### src/design/dq_pkg.sv
// ----------------------------------------------------------------------------
// dq_pkg: shared types and constants for the double-ended queue
// Operation and status codes, field widths and the default ring depth.
// ----------------------------------------------------------------------------
package dq_pkg;

    localparam int DATA_W    = 32;
    localparam int OP_W      = 3;
    localparam int ST_W      = 2;
    localparam int DEPTH_DEF = 16;

    // Operation requested by an input transfer
    typedef enum logic [OP_W-1:0] {
        OP_PUSH_FRONT = 3'd0,
        OP_PUSH_BACK  = 3'd1,
        OP_POP_FRONT  = 3'd2,
        OP_POP_BACK   = 3'd3,
        OP_SHOW       = 3'd4
    } t_op;

    // Status carried by each result transfer
    typedef enum logic [ST_W-1:0] {
        ST_OK    = 2'd0,
        ST_EMPTY = 2'd1,
        ST_FULL  = 2'd2
    } t_status;

endpackage

### src/design/dq_ram.sv
// ----------------------------------------------------------------------------
// dq_ram: generic single-clock RAM
// One write port and one read port; read data is registered and holds
// its value while no read is issued.
// ----------------------------------------------------------------------------
module dq_ram #(
    parameter int WIDTH = 32,
    parameter int DEPTH = 16
) (
    input  logic                     i_clk,
    input  logic                     i_wr_en,
    input  logic [$clog2(DEPTH)-1:0] i_wr_addr,
    input  logic [WIDTH-1:0]         i_wr_data,
    input  logic                     i_rd_en,
    input  logic [$clog2(DEPTH)-1:0] i_rd_addr,
    output logic [WIDTH-1:0]         o_rd_data
);

    logic [WIDTH-1:0] r_mem [DEPTH];
    logic [WIDTH-1:0] r_rd_data;

    // Write the addressed entry
    always_ff @(posedge i_clk) begin
        if (i_wr_en) begin
            r_mem[i_wr_addr] <= i_wr_data;
        end
    end

    // Register the read data, hold it between reads
    always_ff @(posedge i_clk) begin
        if (i_rd_en) begin
            r_rd_data <= r_mem[i_rd_addr];
        end
    end

    assign o_rd_data = r_rd_data;

endmodule

### src/design/double_ended_queue.sv
// ----------------------------------------------------------------------------
// double_ended_queue: bounded deque of signed 32-bit values
// Values live in a ring RAM addressed by a front index and an entry count.
// Push and pop touch one entry; show walks every stored entry front to back.
// ----------------------------------------------------------------------------
//
//  Channel  Dir  tdata           tuser          tlast
//  s        in   value[31:0]     operation[2:0] -
//  m        out  data[31:0]      status[1:0]    last result of the item
//
// A push, a full push and any empty report leave the block ready for the next
// item in the following cycle unless the output is stalled. A pop waits in
// S_POP for the value read from the registered RAM port. A show reads the
// entries one at a time through the single read port, front to back.
// Reset clears the front index, the entry count and the control state; the walk pointers and the RAM are not cleared.
// A stalled output holds its result, and the block takes no new item until
// every result of the current one has entered the output register.
// ----------------------------------------------------------------------------
module double_ended_queue #(
    parameter int DEPTH = dq_pkg::DEPTH_DEF
) (
    input  logic                             i_clk,
    input  logic                             i_rst_n,
    // value
    input  logic                             i_s_tvalid,
    output logic                             o_s_tready,
    input  logic signed [dq_pkg::DATA_W-1:0] i_s_tdata,
    // operation
    input  logic [dq_pkg::OP_W-1:0]          i_s_tuser,
    // data
    output logic                             o_m_tvalid,
    input  logic                             i_m_tready,
    output logic signed [dq_pkg::DATA_W-1:0] o_m_tdata,
    // status
    output logic [dq_pkg::ST_W-1:0]          o_m_tuser,
    output logic                             o_m_tlast
);

    import dq_pkg::*;

    localparam int IW = $clog2(DEPTH);
    localparam int CW = $clog2(DEPTH + 1);
    localparam logic [CW:0]   DEPTH_X = (CW + 1)'(DEPTH);
    localparam logic [CW-1:0] FULL_C  = CW'(DEPTH);
    localparam logic [IW-1:0] LAST_IX = IW'(DEPTH - 1);

    typedef enum logic [3:0] {
        S_IDLE = 4'b0001,
        S_HOLD = 4'b0010,
        S_POP  = 4'b0100,
        S_SHOW = 4'b1000
    } t_state;

    // Fold a sum below twice the depth back onto the ring
    function automatic logic [IW-1:0] f_wrap(input logic [CW:0] sum);
        logic [CW:0] red;
        red = (sum >= DEPTH_X) ? sum - DEPTH_X : sum;
        return red[IW-1:0];
    endfunction

    t_state            r_state, n_state;
    logic [IW-1:0]     r_front, n_front;
    logic [CW-1:0]     r_count, n_count;
    logic [IW-1:0]     r_rd_ptr, n_rd_ptr;
    logic [CW-1:0]     r_left, n_left;
    t_status           r_hold, n_hold;

    logic                     r_m_valid;
    logic signed [DATA_W-1:0] r_m_data;
    t_status                  r_m_status;
    logic                     r_m_last;

    t_op                      op;
    logic                     s_acc;
    logic                     out_free;
    logic                     empty;
    logic                     full;
    logic [IW-1:0]            front_dec;
    logic [IW-1:0]            front_inc;
    logic [IW-1:0]            ptr_inc;
    logic [IW-1:0]            pos_back;
    logic [IW-1:0]            pos_last;

    logic                     ld;
    t_status                  ld_status;
    logic signed [DATA_W-1:0] ld_data;
    logic                     ld_last;

    logic                     wr_en;
    logic [IW-1:0]            wr_addr;
    logic                     rd_en;
    logic [IW-1:0]            rd_addr;
    logic [DATA_W-1:0]        rd_data;

    assign op        = t_op'(i_s_tuser);
    assign o_s_tready = (r_state == S_IDLE);
    assign s_acc     = i_s_tvalid && o_s_tready;
    assign out_free  = !r_m_valid || i_m_tready;
    assign empty     = (r_count == '0);
    assign full      = (r_count == FULL_C);

    // Ring positions next to the front and the back
    assign front_dec = (r_front == '0) ? LAST_IX : r_front - 1'b1;
    assign front_inc = f_wrap((CW + 1)'(r_front) + 1'b1);
    assign ptr_inc   = f_wrap((CW + 1)'(r_rd_ptr) + 1'b1);
    assign pos_back  = f_wrap((CW + 1)'(r_front) + (CW + 1)'(r_count));
    assign pos_last  = f_wrap((CW + 1)'(r_front) + (CW + 1)'(r_count) - 1'b1);

    // Entry store; writes happen only on accept and reads never overlap them
    dq_ram #(
        .WIDTH (DATA_W),
        .DEPTH (DEPTH)
    ) u_ram (
        .i_clk     (i_clk),
        .i_wr_en   (wr_en),
        .i_wr_addr (wr_addr),
        .i_wr_data (i_s_tdata),
        .i_rd_en   (rd_en),
        .i_rd_addr (rd_addr),
        .o_rd_data (rd_data)
    );

    // Decode the operation and sequence reads, writes and results
    always_comb begin
        logic    imm_valid;
        t_status imm_status;

        imm_valid  = 1'b0;
        imm_status = ST_OK;
        n_state    = r_state;
        n_front    = r_front;
        n_count    = r_count;
        n_rd_ptr   = r_rd_ptr;
        n_left     = r_left;
        n_hold     = r_hold;
        ld         = 1'b0;
        ld_status  = ST_OK;
        ld_data    = '0;
        ld_last    = 1'b1;
        wr_en      = 1'b0;
        wr_addr    = pos_back;
        rd_en      = 1'b0;
        rd_addr    = r_rd_ptr;

        unique case (r_state)
            S_IDLE: begin
                if (s_acc) begin
                    unique case (op) inside
                        OP_PUSH_FRONT, OP_PUSH_BACK: begin
                            imm_valid = 1'b1;
                            if (full) begin
                                imm_status = ST_FULL;
                            end else begin
                                wr_en   = 1'b1;
                                n_count = r_count + 1'b1;
                                if (op == OP_PUSH_FRONT) begin
                                    wr_addr = front_dec;
                                    n_front = front_dec;
                                end
                            end
                        end
                        OP_POP_FRONT, OP_POP_BACK: begin
                            if (empty) begin
                                imm_valid  = 1'b1;
                                imm_status = ST_EMPTY;
                            end else begin
                                rd_en   = 1'b1;
                                n_count = r_count - 1'b1;
                                n_state = S_POP;
                                if (op == OP_POP_FRONT) begin
                                    rd_addr = r_front;
                                    n_front = front_inc;
                                end else begin
                                    rd_addr = pos_last;
                                end
                            end
                        end
                        OP_SHOW: begin
                            if (empty) begin
                                imm_valid  = 1'b1;
                                imm_status = ST_EMPTY;
                            end else begin
                                rd_en    = 1'b1;
                                rd_addr  = r_front;
                                n_rd_ptr = front_inc;
                                n_left   = r_count;
                                n_state  = S_SHOW;
                            end
                        end
                        default: begin
                        end
                    endcase
                    // Load a single result now, or park it until the output drains
                    if (imm_valid) begin
                        if (out_free) begin
                            ld        = 1'b1;
                            ld_status = imm_status;
                        end else begin
                            n_hold  = imm_status;
                            n_state = S_HOLD;
                        end
                    end
                end
            end
            S_HOLD: begin
                if (out_free) begin
                    ld        = 1'b1;
                    ld_status = r_hold;
                    n_state   = S_IDLE;
                end
            end
            S_POP: begin
                if (out_free) begin
                    ld      = 1'b1;
                    ld_data = rd_data;
                    n_state = S_IDLE;
                end
            end
            S_SHOW: begin
                if (out_free) begin
                    ld      = 1'b1;
                    ld_data = rd_data;
                    ld_last = (r_left == CW'(1));
                    if (r_left == CW'(1)) begin
                        n_state = S_IDLE;
                    end else begin
                        rd_en    = 1'b1;
                        rd_addr  = r_rd_ptr;
                        n_rd_ptr = ptr_inc;
                        n_left   = r_left - 1'b1;
                    end
                end
            end
            default: begin
                n_state = S_IDLE;
            end
        endcase
    end

    // Advance control state
    always_ff @(posedge i_clk) begin
        if (!i_rst_n) begin
            r_state   <= S_IDLE;
            r_front   <= '0;
            r_count   <= '0;
            r_m_valid <= 1'b0;
        end else begin
            r_state <= n_state;
            r_front <= n_front;
            r_count <= n_count;
            if (ld) begin
                r_m_valid <= 1'b1;
            end else if (i_m_tready) begin
                r_m_valid <= 1'b0;
            end
        end
    end

    // Hold walk pointers and the output payload
    always_ff @(posedge i_clk) begin
        r_rd_ptr <= n_rd_ptr;
        r_left   <= n_left;
        r_hold   <= n_hold;
        if (ld) begin
            r_m_status <= ld_status;
            r_m_data   <= ld_data;
            r_m_last   <= ld_last;
        end
    end

    assign o_m_tvalid = r_m_valid;
    assign o_m_tdata  = r_m_data;
    assign o_m_tuser  = r_m_status;
    assign o_m_tlast  = r_m_last;

    // An accepted push with room grows the count by one
    a_push_count: assert property (@(posedge i_clk) disable iff (!i_rst_n)
        (s_acc && (op == OP_PUSH_FRONT || op == OP_PUSH_BACK) && !full)
        |=> (r_count == $past(r_count) + 1'b1))
        else $error("push did not grow the entry count");

    // A show walk never has more left than is stored
    a_show_left: assert property (@(posedge i_clk) disable iff (!i_rst_n)
        (r_state == S_SHOW) |-> (r_left != '0 && r_left <= r_count))
        else $error("show walk count out of range");

    // Error results carry zero data and close the item
    a_err_result: assert property (@(posedge i_clk) disable iff (!i_rst_n)
        (r_m_valid && r_m_status != ST_OK) |-> (r_m_last && r_m_data == '0))
        else $error("error result without last or with data");

endmodule
### config.mk
export PLATFORM = sky130hd
export DESIGN_NAME = double_ended_queue
export DESIGN_NICKNAME = d
export VERILOG_FILES = /design/src/design/dq_pkg.sv /design/src/design/dq_ram.sv /design/src/design/double_ended_queue.sv
export SDC_FILE = /design/constraint.sdc
export NUM_CORES = 1
export LEC_CHECK = 0
export BUFFER_PORTS_ARGS = -buffer_cell sky130_fd_sc_hd__buf_2
export CAP_MARGIN = 20
export CORE_UTILIZATION = 63
export CTS_CLUSTER_DIAMETER = 80
export DETAILED_ROUTE_END_ITERATION = 8
export HOLD_SLACK_MARGIN = 0.08
export PLACE_DENSITY = 0.81
export RECOVER_POWER = 100
export SYNTH_ARGS = -nofsm -noshare
export SYNTH_HDL_FRONTEND = slang
export SYNTH_HIERARCHICAL = 1
export SYNTH_SLANG_ARGS = --single-unit
export TNS_END_PERCENT = 10
### constraint.sdc
create_clock -name i_clk -period 9.42 [get_ports i_clk]
set_clock_uncertainty 0.1 [all_clocks]
set_input_delay 1.413 -clock i_clk [delete_from_list [all_inputs] [get_ports i_clk]]
set_output_delay 1.413 -clock i_clk [all_outputs]
set_load 0.02 [all_outputs]
==> results of run 1 <==
layout make-up:
| type | instances | area, µm² | share of cell area |
|---|---|---|---|
| sequential | 604 | 18000 | 0.695 |
| multi-input combinational | 462 | 5140 | 0.199 |
| clock buffer | 67 | 1460 | 0.0565 |
| tap | 468 | 586 | 0.0226 |
| timing repair buffer | 102 | 412 | 0.0159 |
| clock inverter | 35 | 255 | 0.00985 |
| inverter | 11 | 41.3 | 0.00159 |
| antenna | 3 | 7.51 | 0.000290 |
where the power goes:
part / switching, µW / internal [µW] / total [µW]
Sequential: 18.4 / 3000 / 3020
Clock: 953 / 1190 / 2140
Combinational: 206 / 115 / 320
worst max path at each step:
stage	startpoint	to	slack [ps]	cells after the start
finish	r_state[2]	u_ram/r_mem[9][8]	2850	8
global route	r_state[2]	u_ram/o_rd_data[21]	2570	7
CTS	r_count[0]	u_ram/o_rd_data[28]	4300	10
detailed placement	i_s_tuser[2]	u_ram/o_rd_data[28]	3980	12
global placement	i_s_tuser[2]	u_ram/o_rd_data[4]	4060	12
floorplan	i_s_tuser[1]	u_ram/r_mem[0][0]	3890	8
kinds of logic after synthesis:
logic type | count (synthesis)
adder cells (fa/ha/maj) | 15
flip-flops | 604
AND/OR/NAND/NOR | 167
XOR/XNOR | 21
AO/OA/AOI/OAI | 127
buffers and inverters | 68
multiplexers | 132
per-layer routing:
layer / global-route usage / vias to the layer above
li1: - / 4871
met1: 0.381 / 6133
met2: 0.479 / 697
met3: 0.0470 / 122
met4: 0.106 / 0
met5: 0 / -
cell usage in the layout, fill, tap and decap left out, types with 3 or more instances in the layout:
| master | n |
|---|---|
| clkbuf_16 | 57 |
| buf_2 | 5 |
| clkbuf_1 | 101 |
| nor2_4 | 11 |
| dfxtp_1 | 14 |
| a211oi_1 | 3 |
| xnor2_1 | 13 |
| clkinv_1 | 15 |
| bufinv_16 | 3 |
| and2_1 | 8 |
| clkinvlp_4 | 3 |
| o21ai_0 | 11 |
| inv_1 | 10 |
| edfxtp_1 | 590 |
| a21o_1 | 4 |
| mux4_2 | 128 |
| nor4b_1 | 4 |
| mux2i_1 | 3 |
| nor2_1 | 31 |
| nand2_1 | 52 |
| ha_1 | 13 |
| diode_2 | 3 |
| a21oi_1 | 22 |
| clkinv_2 | 11 |
| a22oi_1 | 65 |
| and2_0 | 24 |
| xor2_1 | 8 |
| nand2b_1 | 6 |
| nor4_1 | 3 |
| nor2b_1 | 3 |
| buf_4 | 5 |
| nand3_1 | 3 |
| nor3_1 | 9 |
flip-flops by register name, indices dropped and copies added, names as in the netlist:
register         cells
o_m_tdata           32
o_m_tuser            2
r_state              4
o_m_tlast            1
r_count              5
r_hold               2
r_rd_ptr             4
r_front              4
u_ram/r_mem        512
r_left               5
u_ram/o_rd_data     32
o_m_tvalid           1
critical path, cell delays in order, from the launching register on:
cell,delay (ps)
dfxtp_1,380
nor4b_1,1270
nand2_4,190
and4bb_1,560
nor2_1,70
a31oi_1,500
nand2b_1,380
nor2_1,1180
clkbuf_1,1510
per-stage QoR:
stage          hold WS, ps  cells
2_1_floorplan          397   1134
3_3_place_gp           401   1646
3_5_place_dp           405   1647
4_1_cts                421   1749
5_1_grt                429   1750
6_report               417   1752
cells in the mapped netlist, drive strengths merged (2+ instances only):
library cell  count
edfxtp          590
mux4            128
a22oi            65
nand2            54
nor2             42
and2             33
buf              30
clkbuf           27
a21oi            22
dfxtp            14
ha               13
o21ai            13
xnor2            13
inv              10
nor3              9
xor2              8
nand2b            6
nor2b             5
a21o              4
nor4b             4
a211oi            3
mux2i             3
nand3             3
nor4              3
a31oi             2
fa                2
nand3b            2
o21a              2
o32ai             2
==> flow_summary.yaml, run 1 <==
yosys:
  yosysTopAreaCellShare: 0.758
  synth_top_cells_by_area: "edfxtp_1, mux4_2, a22oi_1"
  synth_compound_area_frac: 0.0378
  avgSynthCellArea_um2: 20.6
  synth_warnings: 6
  synthDistinctLibCells: 58
  synth_fa_ha_area_frac: 0.00868
  synth-simple-area-share: 0.0364
  yosysTopAreaCell: "edfxtp_1"
  synth_top_flop_cell: "edfxtp_1"
  synth_top_family_by_area: "multiplexers"
  netlist_instances: 1134
  synth_edf_count: 590
  synthMuxAreaShare: 0.125
  synth_nets: 1188
  synth_area_mm2: 0.0234
  synth_xor_xnor_area_share: 0.00787
  ys_seq_area_frac: 0.770
  ys_ff_latch: 604
  synthArstFlopShare: 0
drt:
  drcViolationCount: 0
  wire_per_inst_um: 29.7
  vias: 11800
  wl_met2_mm: 26.7
  vias_per_cell: 6.75
  drtIter0Drc: 1366
  antenna_left: 0
  met3_length_mm: 4.17
  routed.top_layer: "met4"
  drtPass1Iterations: 5
  wl_met1_mm: 19.4
  wirelength_mm: 52.1
floorplanning:
  die_x_um: 195
  core-area_mm2: 0.0365
  ios: 76
  die_area_mm2: 0.0379
  rows: 70
  start_util: 0.640
  die_y_um: 195
power_and_ir_drop:
  irDropWorstVdd_v: 0.000188
  power_uw: 5480
  p_leak_uw: 0.00815
  powerDensity_mw_per_mm2: 212
layout:
  final_area_mm2: 0.0259
  num-fill-cells: 2147
  synthToLayoutAreaGrowth_pct: 10.9
  final_core_util: 0.709
  drive_gt1_frac: 0.187
  final_net_count: 1292
run:
  drv_cap: 21
grt:
  grt_max_degree: 129
  grt_pass1_wl_mm: 76.9
  grt_pass1_vias: 12100
  antenna_found_initial: 1
  grt_use_total: 0.285
  grt_overflow: 0
clocking:
  numCtsBuffers: 57
  root_buffer: "clkbuf_16"
  cts.sinks: 604
  htreeDepth: 2
  worstSkewPairLatency_ps: 600
  cts_tree: "built"
  cts.clk_slew.worst_paths_ps: 60
  cts_resized: 0
  post_cts_buffers: 0
  postCtsHoldBufs: 0
  clk_path_buf_depth: 3
outcome:
  outcome: "finished with violations"
  violations: "max-capacitance violations, max-slew violations"
min_path:
  hold_end: "o_m_tdata[1]"
  hp-start: "u_ram/o_rd_data[1]"
  hold_path.class: "register to register"
  min_path_cells: 1
place:
  dpl.hpwl_mm: 24.0
  portBuffers: 75
  dpl_cell_area_mm2: 0.0244
  place_ws_ps: 3980
  gp_congestion: 0.884
critical_path:
  critPathKind: "register to register"
  worstSetupEndpointType: "register"
  critPathLaunchType: "register"
  ff2ff_path_depth: 8
  arrival_ps: 6640
  cp.required_ps: 9490
  critPathMaxFanout: 22
  r2r-start: "r_state[2]"
  r2r-end: "u_ram/r_mem[9][8]"
  reg2reg_slack_ps: 2850
timing:
  slew_viol_final: 742
  tns_ps: 0
  hold_violations: 0
  tightest_slew_ps: 3130
  rsz0062_at_grt: "false"
  fin_crit_sh: 0.698
  layout_setup_ws_ps: 2850
  finalSetupViolations: 0
  slew_headroom: -1.09
  post-route-min-period_ps: 6570
  clock.fmax_mhz: 152
Power figures use the tool's default switching activity.
==> run 2: changes to the inputs <==
--- a/config.mk
+++ b/config.mk
@@ -5,13 +5,14 @@
 export SDC_FILE = /design/constraint.sdc
 export NUM_CORES = 1
 export LEC_CHECK = 0
+export ABC_AREA = 1
 export BUFFER_PORTS_ARGS = -buffer_cell sky130_fd_sc_hd__buf_2
 export CAP_MARGIN = 20
-export CORE_UTILIZATION = 63
+export CORE_UTILIZATION = 62
 export CTS_CLUSTER_DIAMETER = 80
 export DETAILED_ROUTE_END_ITERATION = 8
 export HOLD_SLACK_MARGIN = 0.08
-export PLACE_DENSITY = 0.81
+export PLACE_DENSITY = 0.79
 export RECOVER_POWER = 100
 export SYNTH_ARGS = -nofsm -noshare
 export SYNTH_HDL_FRONTEND = slang
==> constraint.sdc (replaced) <==
create_clock -name i_clk -period 6.4 [get_ports i_clk]
set_clock_uncertainty 0.1 [all_clocks]
set_input_delay 0.96 -clock i_clk [delete_from_list [all_inputs] [get_ports i_clk]]
set_output_delay 0.96 -clock i_clk [all_outputs]
set_load 0.02 [all_outputs]
==> flow_summary.yaml, run 2 <==
critical_path:
  cp.required_ps: 6530
  arrival_ps: 5280
  path_cells: "ha_1 > or2_2 > nand3_1 > nand2_1 > o21ai_0 > nand2_1 > inv_1 > nand3b_1 > nor2_1 > clkbuf_1"
  critPathMaxFanout: 21
  slowest_delay_ps: 1950
  critPathKind: "register to register"
  critPathLaunchType: "register"
  slowest_stage: "nor2_1"
  crit_top_cell: "nand2_1"
  worstSetupEndpointType: "register"
clocking:
  root_buffer: "clkbuf_16"
  cts.clk_slew.worst_paths_ps: 60
  clk_path_buf_depth: 3
  cts_tree: "built"
  cts_resized: 0
  worstSkewPairLatency_ps: 630
  cts.sinks: 604
  post_cts_buffers: 0
  numCtsBuffers: 57
  postCtsHoldBufs: 0
  htreeDepth: 2
power_and_ir_drop:
  pwr-share-comb: 0.121
  powerDensity_mw_per_mm2: 311
  p_sw_uw: 2270
  p_leak_uw: 0.0122
  p_clk_frac: 0.379
  power.internal_uw: 6700
  power_frac_seq: 0.500
  swShare: 0.253
  irDropWorstVdd_v: 0.000224
timing:
  holdWs_ps: 387
  clock.fmax_mhz: 194
  tns_ps: 0
  slew_headroom: -0.983
  rsz0062_at_grt: "false"
  tightest_slew_ps: 2980
  finalSetupViolations: 0
  post-route-min-period_ps: 5150
  slew_viol_final: 413
  hold_violations: 0
  fin_crit_sh: 0.805
layout:
  top_register: "u_ram/r_mem"
  final_net_count: 2644
  final_cells: 3180
  synthToLayoutAreaGrowth_pct: 8.87
  final_cell_mix: "nand2_1, edfxtp_1, inv_1, nand3_1, clkbuf_1"
  final_common_cell: "nand2_1"
  largest_reg_flops: 512
  drive_gt1_frac: 0.0493
floorplanning:
  die_area_mm2: 0.0435
  start_util: 0.630
  die_y_um: 209
  ios: 76
  core-area_mm2: 0.0420
  rows: 75
  die_x_um: 209
yosys:
  yosysTopAreaCellShare: 0.669
  netlist_instances: 2537
  synth_nets: 2591
  synth_top_cells_by_area: "edfxtp_1, nand2_1, nand3_1"
  yosysTopAreaCell: "edfxtp_1"
  ys_ff_latch: 604
  avgSynthCellArea_um2: 10.4
  ys_seq_area_frac: 0.680
  synthArstFlopShare: 0
  synth_edf_count: 590
  synth_common_cells: "nand2_1, edfxtp_1, inv_1"
  synth_warnings: 6
  synth_top_flop_cell: "edfxtp_1"
  synth.most_common_cell: "nand2_1"
  synthDistinctLibCells: 40
  synth_area_mm2: 0.0265
outcome:
  outcome: "finished with violations"
  violations: "max-capacitance violations, max-slew violations"
drt:
  drcViolationCount: 0
  vias_per_cell: 5.60
  vias: 17800
  drtPass1Iterations: 6
  wire_per_inst_um: 19.2
  antenna_left: 0
  wirelength_mm: 61.0
  drtIter0Drc: 1840
grt:
  grt_use_total: 0.283
  busiest_layer: "met2"
  grt_max_degree: 191
  antenna_found_initial: 4
  grt_use_met3: 0.0482
  grt_pass1_wl_mm: 93.8
  grt_use_met1: 0.371
  grt_overflow: 0
  grt_pass1_vias: 17300
  use_met2: 0.473
place:
  dpl.hpwl_mm: 31.5
  gp_congestion: 0.876
  portBuffers: 75
  dpl.cell_count: 3068
min_path:
  hold_path.class: "register to register"
run:
  drv_cap: 18
## run 2: cell count changes after synthesis, moves of 10 or more
cell	delta
nor2_1	+46
nand2_1	+706
a22oi_1	-65
inv_1	+452
o21ai_0	+19
nand3_1	+404
xnor2_1	-10
clkbuf_1	-16
a21oi_1	-14
buf_6	+25
buf_2	+40
and2_1	-33
mux4_2	-128
## run 2: layer usage
layer	share of wire	vias to the layer above
li1	-	8303
met1	0.37	8362
met2	0.49	982
met3	0.10	171
met4	0.034	4
met5	0.00038	-
## run 2: path summary, 6_finish.rpt
check / slack, ps / end / start / depth (start not counted)
setup / recovery: 1250 / u_ram/r_mem[8][27] / r_front[2] / 10
setup reg to reg: 1250 / u_ram/r_mem[8][27] / r_front[2] / 10
hold reg to reg: 390 / r_state[0] / r_state[0] / 2
hold / removal: 390 / r_state[0] / r_state[0] / 2
## run 2: final cells by class
class                   count  area [µm²]
diodes                      2        5.00
clock buffers              67        1460
fillers                  2890       13200
repair buffers            106         499
multi-input cells        1354        6010
well taps                 539         674
flip-flops and latches    604       18000
inverters                 467        1760
clock inverters            41         425
## run 2: cell families after synthesis
| group | Yosys count | synth area share |
|---|---|---|
| adder cells (fa/ha/maj) | 15 | 0.00765 |
| flip-flops | 604 | 0.680 |
| buffers and inverters | 579 | 0.0946 |
| XOR/XNOR | 11 | 0.00364 |
| AND/OR/NAND/NOR | 1278 | 0.204 |
| AO/OA/AOI/OAI | 50 | 0.0104 |
## run 2: power by group through the flow
stage	Sequential, µW	Clock (µW)	Combinational (µW)
6_report	4490	3400	1080
5_1_grt	4490	3570	1190
4_1_cts	4480	3440	1100
3_5_place_dp	4570	0	1080
3_3_place_gp	4560	0	1050
2_1_floorplan	4590	0	769
## run 2: worst max-delay path: cells and delay by family (launching register included)
kind	cells	cell delay, ps
DFF	1	550
adders and majority gates	1	320
AOI/OAI and AO/OA	1	110
and+or+nand+nor	6	2650
buffers and inverters	2	990
## run 2: stage by stage
stage	cell area, µm²	total power (µW)	setup WS [ps]	util
after detailed placement	27200	5650	1630	0.647
after global placement	27200	5610	1740	0.647
after floorplan	26500	5360	2110	-
final	28800	8980	1250	0.686
after global routing	28800	9250	952	0.686
after CTS	29100	9020	2150	0.692
